`src/kac_pkg.sv`:
```
// Package of the keystroke accumulator calculator: widths, character codes,
// enum types and the request/response structs of the shared arithmetic unit.
// Depends on nothing; kac_arith and the top-level calculator use it.
`timescale 1ns / 1ps

package kac_pkg;

  // Accumulator width and number of memory cells.
  localparam int DATA_WIDTH = 32;
  localparam int MEM_CELLS  = 3;
  localparam int CELL_W     = (MEM_CELLS > 1) ? $clog2(MEM_CELLS) : 1;
  localparam int CNT_W      = $clog2(DATA_WIDTH + 1);

  // Character codes of the command stream.
  localparam logic [7:0] CH_ZERO    = 8'd48;
  localparam logic [7:0] CH_NINE    = 8'd57;
  localparam logic [7:0] CH_PLUS    = 8'd43;
  localparam logic [7:0] CH_MINUS   = 8'd45;
  localparam logic [7:0] CH_STAR    = 8'd42;
  localparam logic [7:0] CH_SLASH   = 8'd47;
  localparam logic [7:0] CH_MEM     = 8'd109;
  localparam logic [7:0] CH_STORE   = 8'd115;
  localparam logic [7:0] CH_LOAD    = 8'd108;
  localparam logic [7:0] CH_GOTO    = 8'd103;
  localparam logic [7:0] CH_GREATER = 8'd62;
  localparam logic [7:0] CH_LESS    = 8'd60;
  localparam logic [7:0] CH_EQUAL   = 8'd61;
  localparam logic [7:0] CH_QUIT    = 8'd113;
  localparam logic [7:0] CH_NEWLINE = 8'd10;

  typedef enum logic [2:0] {
    PH_IDLE,
    PH_NUMBER,
    PH_MEMOP,
    PH_STORE,
    PH_LOAD,
    PH_SKIP
  } phase_e;

  typedef enum logic [2:0] {
    OP_NONE,
    OP_ADD,
    OP_SUB,
    OP_MUL,
    OP_DIV
  } op_e;

  typedef enum logic [2:0] {
    EV_ACC,
    EV_STORED,
    EV_LOADED,
    EV_TAKEN,
    EV_NOT_TAKEN,
    EV_HALT,
    EV_DIVZERO,
    EV_BADINDEX
  } event_e;

  // Sequencer states of the arithmetic unit.
  typedef enum logic [2:0] {
    U_IDLE,
    U_MUL,
    U_DIV,
    U_FIX,
    U_DONE
  } unit_state_e;

  // Sequencer states of the command parser.
  typedef enum logic [2:0] {
    T_IDLE,
    T_DECODE,
    T_WAIT,
    T_PUSH,
    T_DISPATCH
  } top_state_e;

  typedef struct packed {
    logic                  start;
    op_e                   op;
    logic [DATA_WIDTH-1:0] a;
    logic [DATA_WIDTH-1:0] b;
  } arith_req_t;

  typedef struct packed {
    logic                  done;
    logic                  div_zero;
    logic [DATA_WIDTH-1:0] result;
  } arith_rsp_t;

  // True when the character names a memory cell that exists.
  function automatic logic cell_ok(logic [7:0] c);
    logic [7:0] d;
    d = c - CH_ZERO;
    return (c >= CH_ZERO) && (c <= CH_NINE) && (int'(d) < MEM_CELLS);
  endfunction

endpackage

```
`src/kac_if.sv`:
```
// Stream interfaces of the keystroke accumulator calculator: the character
// input channel and the result channel. Depends on nothing.
`timescale 1ns / 1ps

interface kac_char_if;
  logic       valid;
  logic       ready;
  logic [7:0] char_code;

  modport source (output valid, output char_code, input ready);
  modport sink (input valid, input char_code, output ready);
endinterface

interface kac_result_if;
  logic               valid;
  logic               ready;
  logic [2:0]         event_kind;
  logic signed [31:0] acc_value;
  logic [3:0]         cell_index;
  logic               last_of_run;

  modport source (output valid, output event_kind, output acc_value,
                  output cell_index, output last_of_run, input ready);
  modport sink (input valid, input event_kind, input acc_value,
                input cell_index, input last_of_run, output ready);
endinterface

```
`src/kac_arith.sv`:
```
// Shared arithmetic unit: registered load, add and subtract, shift-add multiply
// and restoring signed division, one bit per cycle. Depends on kac_pkg.
`timescale 1ns / 1ps

module kac_arith (
  input  logic                clk_i,
  input  logic                rst_ni,
  input  kac_pkg::arith_req_t req_i,
  output kac_pkg::arith_rsp_t rsp_o
);

  localparam int DW = kac_pkg::DATA_WIDTH;

  kac_pkg::unit_state_e state_q, state_d;
  logic [DW-1:0]             res_q, res_d;
  logic [DW-1:0]             opa_q, opa_d;   // multiplicand or divisor
  logic [DW-1:0]             opb_q, opb_d;   // multiplier or quotient
  logic [DW-1:0]             rem_q, rem_d;
  logic [kac_pkg::CNT_W-1:0] cnt_q, cnt_d;
  logic                      neg_q, neg_d;
  logic                      dz_q, dz_d;
  logic [DW-1:0]             rem_sh;

  // State register.
  always_ff @(posedge clk_i or negedge rst_ni) begin
    if (!rst_ni) begin
      state_q <= kac_pkg::U_IDLE;
    end else begin
      state_q <= state_d;
    end
  end

  // Datapath registers.
  always_ff @(posedge clk_i) begin
    res_q <= res_d;
    opa_q <= opa_d;
    opb_q <= opb_d;
    rem_q <= rem_d;
    cnt_q <= cnt_d;
    neg_q <= neg_d;
    dz_q  <= dz_d;
  end

  // Partial remainder with the next dividend bit shifted in.
  assign rem_sh = {rem_q[DW-2:0], opb_q[DW-1]};

  // Sequencer and datapath.
  always_comb begin
    state_d = state_q;
    res_d   = res_q;
    opa_d   = opa_q;
    opb_d   = opb_q;
    rem_d   = rem_q;
    cnt_d   = cnt_q;
    neg_d   = neg_q;
    dz_d    = dz_q;
    case (state_q)
      kac_pkg::U_IDLE: begin
        if (req_i.start) begin
          dz_d    = 1'b0;
          state_d = kac_pkg::U_DONE;
          case (req_i.op)
            kac_pkg::OP_ADD: res_d = req_i.a + req_i.b;
            kac_pkg::OP_SUB: res_d = req_i.a - req_i.b;
            kac_pkg::OP_MUL: begin
              res_d   = '0;
              opa_d   = req_i.a;
              opb_d   = req_i.b;
              cnt_d   = kac_pkg::CNT_W'(DW);
              state_d = kac_pkg::U_MUL;
            end
            kac_pkg::OP_DIV: begin
              if (req_i.b == '0) begin
                dz_d = 1'b1;
              end else begin
                neg_d   = req_i.a[DW-1] ^ req_i.b[DW-1];
                opb_d   = req_i.a[DW-1] ? (DW'(0) - req_i.a) : req_i.a;
                opa_d   = req_i.b[DW-1] ? (DW'(0) - req_i.b) : req_i.b;
                rem_d   = '0;
                cnt_d   = kac_pkg::CNT_W'(DW);
                state_d = kac_pkg::U_DIV;
              end
            end
            default: res_d = req_i.b;
          endcase
        end
      end
      kac_pkg::U_MUL: begin
        if (opb_q[0]) begin
          res_d = res_q + opa_q;
        end
        opa_d = {opa_q[DW-2:0], 1'b0};
        opb_d = {1'b0, opb_q[DW-1:1]};
        cnt_d = cnt_q - kac_pkg::CNT_W'(1);
        if (cnt_q == kac_pkg::CNT_W'(1)) begin
          state_d = kac_pkg::U_DONE;
        end
      end
      kac_pkg::U_DIV: begin
        if (rem_sh >= opa_q) begin
          rem_d = rem_sh - opa_q;
          opb_d = {opb_q[DW-2:0], 1'b1};
        end else begin
          rem_d = rem_sh;
          opb_d = {opb_q[DW-2:0], 1'b0};
        end
        cnt_d = cnt_q - kac_pkg::CNT_W'(1);
        if (cnt_q == kac_pkg::CNT_W'(1)) begin
          state_d = kac_pkg::U_FIX;
        end
      end
      kac_pkg::U_FIX: begin
        res_d   = neg_q ? (DW'(0) - opb_q) : opb_q;
        state_d = kac_pkg::U_DONE;
      end
      kac_pkg::U_DONE: begin
        state_d = kac_pkg::U_IDLE;
      end
      default: begin
        state_d = kac_pkg::U_IDLE;
      end
    endcase
  end

  assign rsp_o.done     = (state_q == kac_pkg::U_DONE);
  assign rsp_o.div_zero = dz_q;
  assign rsp_o.result   = res_q;

endmodule

```
`src/keystroke_accumulator_calculator.sv`:
```
// Keystroke accumulator calculator: command parser, accumulator, memory cells
// and result register. Depends on kac_pkg, kac_if and kac_arith.
// Multiply and divide run in the bit-per-cycle shared arithmetic unit; a number
// ended by a terminator that emits gives a second beat for it. The parser takes
// no new character until it is through with the last; result stalls hold it.
// Reset clears the control registers and the cells.
`timescale 1ns / 1ps

module keystroke_accumulator_calculator (
  input  logic         clk_i,
  input  logic         rst_ni,
  kac_char_if.sink     char_i,
  kac_result_if.source result_o
);

  localparam int DW = kac_pkg::DATA_WIDTH;

  kac_pkg::top_state_e state_q, state_d;
  kac_pkg::phase_e     phase_q, phase_d;
  kac_pkg::op_e        op_q, op_d;
  kac_pkg::event_e     pend_kind_q, pend_kind_d;
  logic [DW-1:0]       acc_q, acc_d;
  logic [DW-1:0]       build_q, build_d;
  logic                digits_q, digits_d;
  logic [7:0]          char_q, char_d;
  logic [3:0]          pend_cell_q, pend_cell_d;
  logic                pend_last_q, pend_last_d;
  logic                redisp_q, redisp_d;
  logic [DW-1:0]       mem_q [kac_pkg::MEM_CELLS];
  logic                mem_we;
  logic [kac_pkg::CELL_W-1:0] cell_sel;
  logic [DW-1:0]       cell_data;
  logic                cell_valid;
  logic [7:0]          char_digit;
  logic                is_digit;
  logic                out_valid_q;
  logic [2:0]          out_kind_q;
  logic [31:0]         out_acc_q;
  logic [3:0]          out_cell_q;
  logic                out_last_q;
  logic                out_free;
  logic                push;
  kac_pkg::arith_req_t req;
  kac_pkg::arith_rsp_t rsp;

  kac_arith u_arith (
    .clk_i  (clk_i),
    .rst_ni (rst_ni),
    .req_i  (req),
    .rsp_o  (rsp)
  );

  // Characters that produce a result when dispatched as a command.
  function automatic logic emits_result(logic [7:0] c);
    return (c == kac_pkg::CH_GOTO) || (c == kac_pkg::CH_GREATER) ||
           (c == kac_pkg::CH_LESS) || (c == kac_pkg::CH_EQUAL) ||
           (c == kac_pkg::CH_QUIT);
  endfunction

  // Decoding of the held character.
  assign char_digit = char_q - kac_pkg::CH_ZERO;
  assign is_digit   = (char_q >= kac_pkg::CH_ZERO) && (char_q <= kac_pkg::CH_NINE);
  assign cell_valid = kac_pkg::cell_ok(char_q);
  assign cell_sel   = kac_pkg::CELL_W'(char_digit);
  assign cell_data  = mem_q[cell_sel];

  assign out_free     = !out_valid_q || result_o.ready;
  assign push         = (state_q == kac_pkg::T_PUSH) && out_free;
  assign char_i.ready = (state_q == kac_pkg::T_IDLE);
  assign mem_we       = (state_q == kac_pkg::T_DECODE) && (phase_q == kac_pkg::PH_STORE) &&
                        cell_valid;

  // Control registers.
  always_ff @(posedge clk_i or negedge rst_ni) begin
    if (!rst_ni) begin
      state_q     <= kac_pkg::T_IDLE;
      phase_q     <= kac_pkg::PH_IDLE;
      op_q        <= kac_pkg::OP_NONE;
      acc_q       <= '0;
      build_q     <= '0;
      digits_q    <= 1'b0;
      redisp_q    <= 1'b0;
      out_valid_q <= 1'b0;
    end else begin
      state_q  <= state_d;
      phase_q  <= phase_d;
      op_q     <= op_d;
      acc_q    <= acc_d;
      build_q  <= build_d;
      digits_q <= digits_d;
      redisp_q <= redisp_d;
      if (push) begin
        out_valid_q <= 1'b1;
      end else if (result_o.ready) begin
        out_valid_q <= 1'b0;
      end
    end
  end

  // Memory cells, cleared by reset.
  always_ff @(posedge clk_i or negedge rst_ni) begin
    if (!rst_ni) begin
      for (int i = 0; i < kac_pkg::MEM_CELLS; i++) begin
        mem_q[i] <= '0;
      end
    end else if (mem_we) begin
      mem_q[cell_sel] <= acc_q;
    end
  end

  // Payload registers: held character, pending result and result register.
  always_ff @(posedge clk_i) begin
    char_q      <= char_d;
    pend_kind_q <= pend_kind_d;
    pend_cell_q <= pend_cell_d;
    pend_last_q <= pend_last_d;
    if (push) begin
      out_kind_q <= pend_kind_q;
      out_acc_q  <= 32'(acc_q);
      out_cell_q <= pend_cell_q;
      out_last_q <= pend_last_q;
    end
  end

  // Parser sequencer.
  always_comb begin
    state_d     = state_q;
    phase_d     = phase_q;
    op_d        = op_q;
    acc_d       = acc_q;
    build_d     = build_q;
    digits_d    = digits_q;
    redisp_d    = redisp_q;
    char_d      = char_q;
    pend_kind_d = pend_kind_q;
    pend_cell_d = pend_cell_q;
    pend_last_d = pend_last_q;
    req.start   = 1'b0;
    req.op      = op_q;
    req.a       = acc_q;
    req.b       = build_q;
    case (state_q)
      kac_pkg::T_IDLE: begin
        if (char_i.valid) begin
          char_d  = char_i.char_code;
          state_d = kac_pkg::T_DECODE;
        end
      end
      kac_pkg::T_DECODE: begin
        pend_cell_d = '0;
        pend_last_d = 1'b1;
        redisp_d    = 1'b0;
        state_d     = kac_pkg::T_PUSH;
        case (phase_q)
          kac_pkg::PH_NUMBER: begin
            if (is_digit) begin
              build_d  = {build_q[DW-4:0], 3'b000} + {build_q[DW-2:0], 1'b0} +
                         DW'(char_digit);
              digits_d = 1'b1;
              state_d  = kac_pkg::T_IDLE;
            end else if ((char_q == kac_pkg::CH_MEM) && !digits_q &&
                         (op_q != kac_pkg::OP_NONE)) begin
              phase_d = kac_pkg::PH_MEMOP;
              state_d = kac_pkg::T_IDLE;
            end else begin
              // The number ends here; the ending character is dispatched after.
              req.start = 1'b1;
              redisp_d  = 1'b1;
              phase_d   = kac_pkg::PH_IDLE;
              op_d      = kac_pkg::OP_NONE;
              digits_d  = 1'b0;
              state_d   = kac_pkg::T_WAIT;
            end
          end
          kac_pkg::PH_MEMOP: begin
            if (cell_valid) begin
              req.start = 1'b1;
              req.b     = cell_data;
              state_d   = kac_pkg::T_WAIT;
            end else begin
              pend_kind_d = kac_pkg::EV_BADINDEX;
            end
            op_d    = kac_pkg::OP_NONE;
            phase_d = kac_pkg::PH_IDLE;
          end
          kac_pkg::PH_STORE: begin
            if (cell_valid) begin
              pend_kind_d = kac_pkg::EV_STORED;
              pend_cell_d = 4'(char_digit);
            end else begin
              pend_kind_d = kac_pkg::EV_BADINDEX;
            end
            phase_d = kac_pkg::PH_IDLE;
          end
          kac_pkg::PH_LOAD: begin
            if (cell_valid) begin
              acc_d       = cell_data;
              pend_kind_d = kac_pkg::EV_LOADED;
              pend_cell_d = 4'(char_digit);
            end else begin
              pend_kind_d = kac_pkg::EV_BADINDEX;
            end
            phase_d = kac_pkg::PH_IDLE;
          end
          kac_pkg::PH_SKIP: begin
            if (char_q == kac_pkg::CH_NEWLINE) begin
              phase_d = kac_pkg::PH_IDLE;
            end
            state_d = kac_pkg::T_IDLE;
          end
          default: begin
            phase_d = kac_pkg::PH_IDLE;
            state_d = kac_pkg::T_DISPATCH;
          end
        endcase
      end
      kac_pkg::T_WAIT: begin
        if (rsp.done) begin
          if (rsp.div_zero) begin
            pend_kind_d = kac_pkg::EV_DIVZERO;
          end else begin
            acc_d       = rsp.result;
            pend_kind_d = kac_pkg::EV_ACC;
          end
          pend_last_d = redisp_q ? !emits_result(char_q) : 1'b1;
          state_d     = kac_pkg::T_PUSH;
        end
      end
      kac_pkg::T_PUSH: begin
        if (out_free) begin
          redisp_d = 1'b0;
          state_d  = redisp_q ? kac_pkg::T_DISPATCH : kac_pkg::T_IDLE;
        end
      end
      kac_pkg::T_DISPATCH: begin
        pend_cell_d = '0;
        pend_last_d = 1'b1;
        state_d     = kac_pkg::T_IDLE;
        if (is_digit) begin
          build_d  = DW'(char_digit);
          digits_d = 1'b1;
          op_d     = kac_pkg::OP_NONE;
          phase_d  = kac_pkg::PH_NUMBER;
        end else begin
          case (char_q)
            kac_pkg::CH_PLUS, kac_pkg::CH_MINUS, kac_pkg::CH_STAR, kac_pkg::CH_SLASH: begin
              op_d     = (char_q == kac_pkg::CH_PLUS)  ? kac_pkg::OP_ADD :
                         (char_q == kac_pkg::CH_MINUS) ? kac_pkg::OP_SUB :
                         (char_q == kac_pkg::CH_STAR)  ? kac_pkg::OP_MUL : kac_pkg::OP_DIV;
              build_d  = '0;
              digits_d = 1'b0;
              phase_d  = kac_pkg::PH_NUMBER;
            end
            kac_pkg::CH_STORE: phase_d = kac_pkg::PH_STORE;
            kac_pkg::CH_LOAD:  phase_d = kac_pkg::PH_LOAD;
            kac_pkg::CH_GOTO: begin
              pend_kind_d = kac_pkg::EV_TAKEN;
              phase_d     = kac_pkg::PH_SKIP;
              state_d     = kac_pkg::T_PUSH;
            end
            kac_pkg::CH_GREATER: begin
              pend_kind_d = (!acc_q[DW-1] && (acc_q != '0)) ? kac_pkg::EV_TAKEN :
                                                               kac_pkg::EV_NOT_TAKEN;
              phase_d     = kac_pkg::PH_SKIP;
              state_d     = kac_pkg::T_PUSH;
            end
            kac_pkg::CH_LESS: begin
              pend_kind_d = acc_q[DW-1] ? kac_pkg::EV_TAKEN : kac_pkg::EV_NOT_TAKEN;
              phase_d     = kac_pkg::PH_SKIP;
              state_d     = kac_pkg::T_PUSH;
            end
            kac_pkg::CH_EQUAL: begin
              pend_kind_d = (acc_q == '0) ? kac_pkg::EV_TAKEN : kac_pkg::EV_NOT_TAKEN;
              phase_d     = kac_pkg::PH_SKIP;
              state_d     = kac_pkg::T_PUSH;
            end
            kac_pkg::CH_QUIT: begin
              pend_kind_d = kac_pkg::EV_HALT;
              phase_d     = kac_pkg::PH_IDLE;
              state_d     = kac_pkg::T_PUSH;
            end
            default: begin
              state_d = kac_pkg::T_IDLE;
            end
          endcase
        end
      end
      default: begin
        state_d = kac_pkg::T_IDLE;
      end
    endcase
  end

  // Result channel.
  assign result_o.valid       = out_valid_q;
  assign result_o.event_kind  = out_kind_q;
  assign result_o.acc_value   = out_acc_q;
  assign result_o.cell_index  = out_cell_q;
  assign result_o.last_of_run = out_last_q;

`ifndef NO_ASSERTIONS
  // The arithmetic unit finishes only while the parser waits for it.
  a_done_in_wait: assert property (@(posedge clk_i) disable iff (!rst_ni)
    rsp.done |-> (state_q == kac_pkg::T_WAIT))
    else $error("arithmetic unit finished outside the wait state");

  // Store and load beats name an existing cell.
  a_cell_range: assert property (@(posedge clk_i) disable iff (!rst_ni)
    (result_o.valid && ((result_o.event_kind == 3'(kac_pkg::EV_STORED)) ||
                        (result_o.event_kind == 3'(kac_pkg::EV_LOADED))))
    |-> (int'(result_o.cell_index) < kac_pkg::MEM_CELLS))
    else $error("cell index out of range on a store or load beat");

  // Every other beat carries cell index zero.
  a_cell_zero: assert property (@(posedge clk_i) disable iff (!rst_ni)
    (result_o.valid && (result_o.event_kind != 3'(kac_pkg::EV_STORED)) &&
     (result_o.event_kind != 3'(kac_pkg::EV_LOADED)))
    |-> (result_o.cell_index == 4'd0))
    else $error("nonzero cell index on a beat without a cell");

  // A result that is not the last of its character is always followed by a dispatch.
  a_not_last: assert property (@(posedge clk_i) disable iff (!rst_ni)
    (push && !pend_last_q) |-> redisp_q ##1 (state_q == kac_pkg::T_DISPATCH))
    else $error("non-final result without a following dispatch");
`endif

endmodule
```
`src/flat_wrapper.sv`:
```
// flat-port wrapper written by rule: the top's interface ports become plain ports
module keystroke_accumulator_calculator_flat 
  (clk_i, rst_ni, char_i_valid, char_i_char_code, char_i_ready, result_o_valid, result_o_event_kind, result_o_acc_value, result_o_cell_index, result_o_last_of_run, result_o_ready);
  kac_char_if char_i_i ();
  kac_result_if result_o_i ();
  input  logic clk_i;
  input  logic rst_ni;
  input wire logic [$bits(char_i_i.valid)-1:0] char_i_valid;
  input wire logic [$bits(char_i_i.char_code)-1:0] char_i_char_code;
  output wire logic [$bits(char_i_i.ready)-1:0] char_i_ready;
  output wire logic [$bits(result_o_i.valid)-1:0] result_o_valid;
  output wire logic [$bits(result_o_i.event_kind)-1:0] result_o_event_kind;
  output wire logic [$bits(result_o_i.acc_value)-1:0] result_o_acc_value;
  output wire logic [$bits(result_o_i.cell_index)-1:0] result_o_cell_index;
  output wire logic [$bits(result_o_i.last_of_run)-1:0] result_o_last_of_run;
  input wire logic [$bits(result_o_i.ready)-1:0] result_o_ready;
  assign char_i_i.valid = char_i_valid;
  assign char_i_i.char_code = char_i_char_code;
  assign char_i_ready = char_i_i.ready;
  assign result_o_valid = result_o_i.valid;
  assign result_o_event_kind = result_o_i.event_kind;
  assign result_o_acc_value = result_o_i.acc_value;
  assign result_o_cell_index = result_o_i.cell_index;
  assign result_o_last_of_run = result_o_i.last_of_run;
  assign result_o_i.ready = result_o_ready;
  keystroke_accumulator_calculator u_core (.clk_i(clk_i), .rst_ni(rst_ni), .char_i(char_i_i), .result_o(result_o_i));
endmodule
```
`config.mk`:
```
export PLATFORM = sky130hd
export DESIGN_NAME = keystroke_accumulator_calculator_flat
export DESIGN_NICKNAME = d
export VERILOG_FILES = /design/src/kac_pkg.sv /design/src/kac_if.sv /design/src/kac_arith.sv /design/src/keystroke_accumulator_calculator.sv /design/src/flat_wrapper.sv
export SDC_FILE = /design/constraint.sdc
export NUM_CORES = 1
export LEC_CHECK = 0
export ABC_AREA = 1
export BUFFER_PORTS_ARGS = -buffer_cell sky130_fd_sc_hd__buf_2
export CAP_MARGIN = 20
export CORE_ASPECT_RATIO = 1.75
export CORE_MARGIN = 8
export CORE_UTILIZATION = 37
export DETAILED_ROUTE_END_ITERATION = 10
export GPL_TIMING_DRIVEN = 0
export PLACE_DENSITY = 0.52
export SLEW_MARGIN = 20
export SYNTH_ARGS = -nofsm -noshare
export SYNTH_HDL_FRONTEND = slang
export SYNTH_HIERARCHICAL = 1
export SYNTH_SLANG_ARGS = --single-unit
```
`constraint.sdc`:
```
create_clock -name clk_i -period 15.69 [get_ports clk_i]
set_input_delay 3.138 -clock clk_i [delete_from_list [all_inputs] [get_ports clk_i]]
set_output_delay 3.138 -clock clk_i [all_outputs]
set_load 0.01 [all_outputs]
```
==> qor.csv <==
metric,value,unit
synthMuxAreaShare,0.0106,
mostFrequentLayoutCells,"nand2_1, inv_1, nor2_1, nand3_1, o21ai_0",
p_clk_frac,0.166,
fin_util,0.412,
critPathMaxFanout,10,
grt_pass1_wl,204000,um
worst_setup_path_end_kind,register,
cts_made_buffers,42,
yosysTopAreaCell,nand2_1,
synth_area_leaders,"nand2_1, edfxtp_1, dfrtp_1",
hold_buffers,0,
htree_num_levels,2,
grt_overflow,0,
reg2regPathDepth,29,
dpl-instance-area,0.0322,mm^2
place_congestion,1.01,
cts_resized,0,
hold_end,u_core/result_o.event_kind[1],
synth_ff_type,edfxtp_1,
via_per_inst,5.37,
syn-cell-area,0.0303,mm^2
drtAntennaViolNets,0,
synthSimpleGateAreaFrac,0.342,
syn_to_final_growth,10.7,%
grt_pass1_vias,32100,
fin_area,0.0336,mm^2
antenna_found_initial,4,
synth_edf_count,191,
ir_drop,0.000140,V
clkLatencyLatePin,0.61,ns
async_reset_ff_frac,0.478,
yosys_warnings,6,
rows,139,
status,finished clean,
p_per_area,181,mW/mm^2
hold_start,u_core/pend_kind_q[1],
r2r_start,u_core/char_q[4],
r2r-end,u_core/u_arith/res_q[20],
synth_top_area_share,0.200,
drive_gt1_frac,0.0538,
grt_use_total,0.305,
die_h,395,um
dieArea,0.0917,mm^2
netlist_instances,4600,
max_freq,0.122,GHz
min_period_over_period,0.523,
final.setup_skew,0.0177,ns
period_needed,8.21,ns
slew_violations,0,
routedWlPerCell,24.6,um
grt_start_max_net_pins,87,
post_synth.cell_area_avg,6.59,um^2
cts_tree,done,
netSwitchingFraction,0.542,
critPathKind,reg2reg,
synthesis.nets,4779,
synth_fa_ha_area_frac,0.0712,
final_common_cell,nand2_1,
switchingPower,3.30,mW
dp_hpwl,118000,um
crit_slowest_cell,nor3_2,
hold_viol,0,
hold_path.class,reg2reg,
tns,0,ns
synth_top_family_by_area,simple AND/OR/NAND/NOR gates,
die_width,232,um
cp_data_required_time,16.03,ns
start_util,0.372,
synth_cell_types,56,
drt_first_pass_iters,8,
yosys.area_share.xor_xnor,0.0196,
tightest_slew,1.19,ns
critPathLaunch,u_core/char_q[4],
drt_iter0_drc,1831,
clock_path_buffers,3,
max_slew_margin,0.207,
vias,31100,
ys_ff_latch,366,
p_leak,16.9,nW
whs,0.420,ns
crit_path_start_kind,register,
post-cts-setup-buffers,0,
io-pin-count,54,
core,0.0816,mm^2
io_buffers,53,
routed_wl,143000,um
dp_slack,7.52,ns
crit_path_max_incr_delay,0.87,ns
cts-root-buf,clkbuf_16,
hold_path_depth,0,
drv_cap,0,
clk_pin_slew,0.06,ns
worstPathArrival,8.55,ns
drc,0,
p_comb_frac,0.581,
cpMostUsedCell,nand2_1,
fin_nets,4889,
fin_ws,7.48,ns
r2r_slack,7.48,ns
num_antenna_cells,0,
seqPwrFrac,0.253,
yosysSeqAreaShare,0.334,
finalSetupViolations,0,
synth_compound_area_frac,0.120,
cts.sinks,366,
rsz0062_at_grt,false,
intPower,2.79,mW
-- kinds of logic after synthesis --
logic type | after synthesis
XOR/XNOR | 68
adder cells (fa/ha/maj) | 167
AO/OA/AOI/OAI | 667
flip-flops | 366
AND/OR/NAND/NOR | 2524
multiplexers | 32
buffers and inverters | 776
-- routing by layer --
layer  up-vias  part of all wire  GRT usage
li1      15100                 -          -
met4         2              0.12      0.301
met2       912              0.53      0.576
met5         -          0.000070          0
met3       534             0.040     0.0465
met1     14600              0.31      0.261
-- flip-flops by register name, indices dropped and copies added (netlist names), 3 cells and up --
| signal | cells |
|---|---|
| u_core/acc_q | 32 |
| u_core/build_q | 32 |
| u_core/char_q | 8 |
| u_core/mem_q | 96 |
| u_core/op_q | 3 |
| u_core/pend_cell_q | 4 |
| u_core/pend_kind_q | 3 |
| u_core/phase_q | 3 |
| u_core/result_o.acc_value | 32 |
| u_core/result_o.cell_index | 4 |
| u_core/result_o.event_kind | 3 |
| u_core/state_q | 3 |
| u_core/u_arith/cnt_q | 6 |
| u_core/u_arith/opa_q | 32 |
| u_core/u_arith/opb_q | 32 |
| u_core/u_arith/rem_q | 31 |
| u_core/u_arith/res_q | 32 |
| u_core/u_arith/state_q | 3 |
-- cells in the mapped netlist (7+ instances only) --
library cell and n:
o21ai_2 8, nand3_1 324, mux2i_1 32, ha_1 158
o22ai_1 18, a21oi_1 215, a21o_1 9, edfxtp_1 191
o21bai_1 8, clkinv_1 7, xnor2_1 15, inv_1 638
o21ai_1 47, nand4_1 49, buf_6 16, dfrtp_1 175
fa_1 9, and2_1 7, inv_2 9, o221ai_1 17
clkbuf_1 65, nand3b_1 10, nor4_1 9, xor2_1 53
nor3_1 44, buf_1 14, nor2_1 415, nand2_1 1612
nand2_2 8, o211ai_1 19, buf_2 18, nor2_2 7
a22oi_1 17, or2_2 18, o21ai_0 289
-- through the flow --
stage / power [mW] / cells
finish: 6.09 / 5801
global route: 6.45 / 5801
CTS: 5.92 / 5799
detailed placement: 4.89 / 5721
global placement: 4.85 / 5710
floorplan: 3.54 / 4600
-- power groups by stage --
| stage | registers, mW | logic [mW] | clock network (mW) |
|---|---|---|---|
| floorplan | 1.40 | 2.14 | 0 |
| global placement | 1.56 | 3.29 | 0 |
| detailed placement | 1.55 | 3.34 | 0 |
| CTS | 1.53 | 3.35 | 1.03 |
| global route | 1.55 | 3.83 | 1.06 |
| finish | 1.54 | 3.54 | 1.01 |
-- cell type report --
type / instances / area (um^2)
plain buffers: 122 / 667
clock buffers: 58 / 1180
clock inverters: 20 / 185
fillers: 9022 / 48000
inverters: 654 / 2450
multi-input cells: 3458 / 17200
flip-flops and latches: 366 / 10100
well taps: 1057 / 1320
repair buffers: 66 / 489
-- worst max path at each step --
stage | cells after the start | to | slack, ns
3_3_place_gp | 16 | u_core/u_arith/rem_q[23] | 6.71
2_1_floorplan | 17 | u_core/u_arith/rem_q[0] | 10.23
3_5_place_dp | 28 | u_core/u_arith/res_q[20] | 7.52
6_report | 29 | u_core/u_arith/res_q[20] | 7.48
5_1_grt | 29 | u_core/u_arith/res_q[20] | 7.40
4_1_cts | 28 | u_core/u_arith/res_q[20] | 7.49
-- worst max-delay path: cells and delay by family (launching register included) --
kind	cells	cell delay, ns
flip-flops	1	0.52
buffers and inverters	4	1.20
XOR/XNOR	1	0.29
AO/OA/AOI/OAI	3	0.82
adder cells (fa/ha/maj)	2	0.71
AND/OR/NAND/NOR	19	4.36
(Power assumes the default switching activity.)
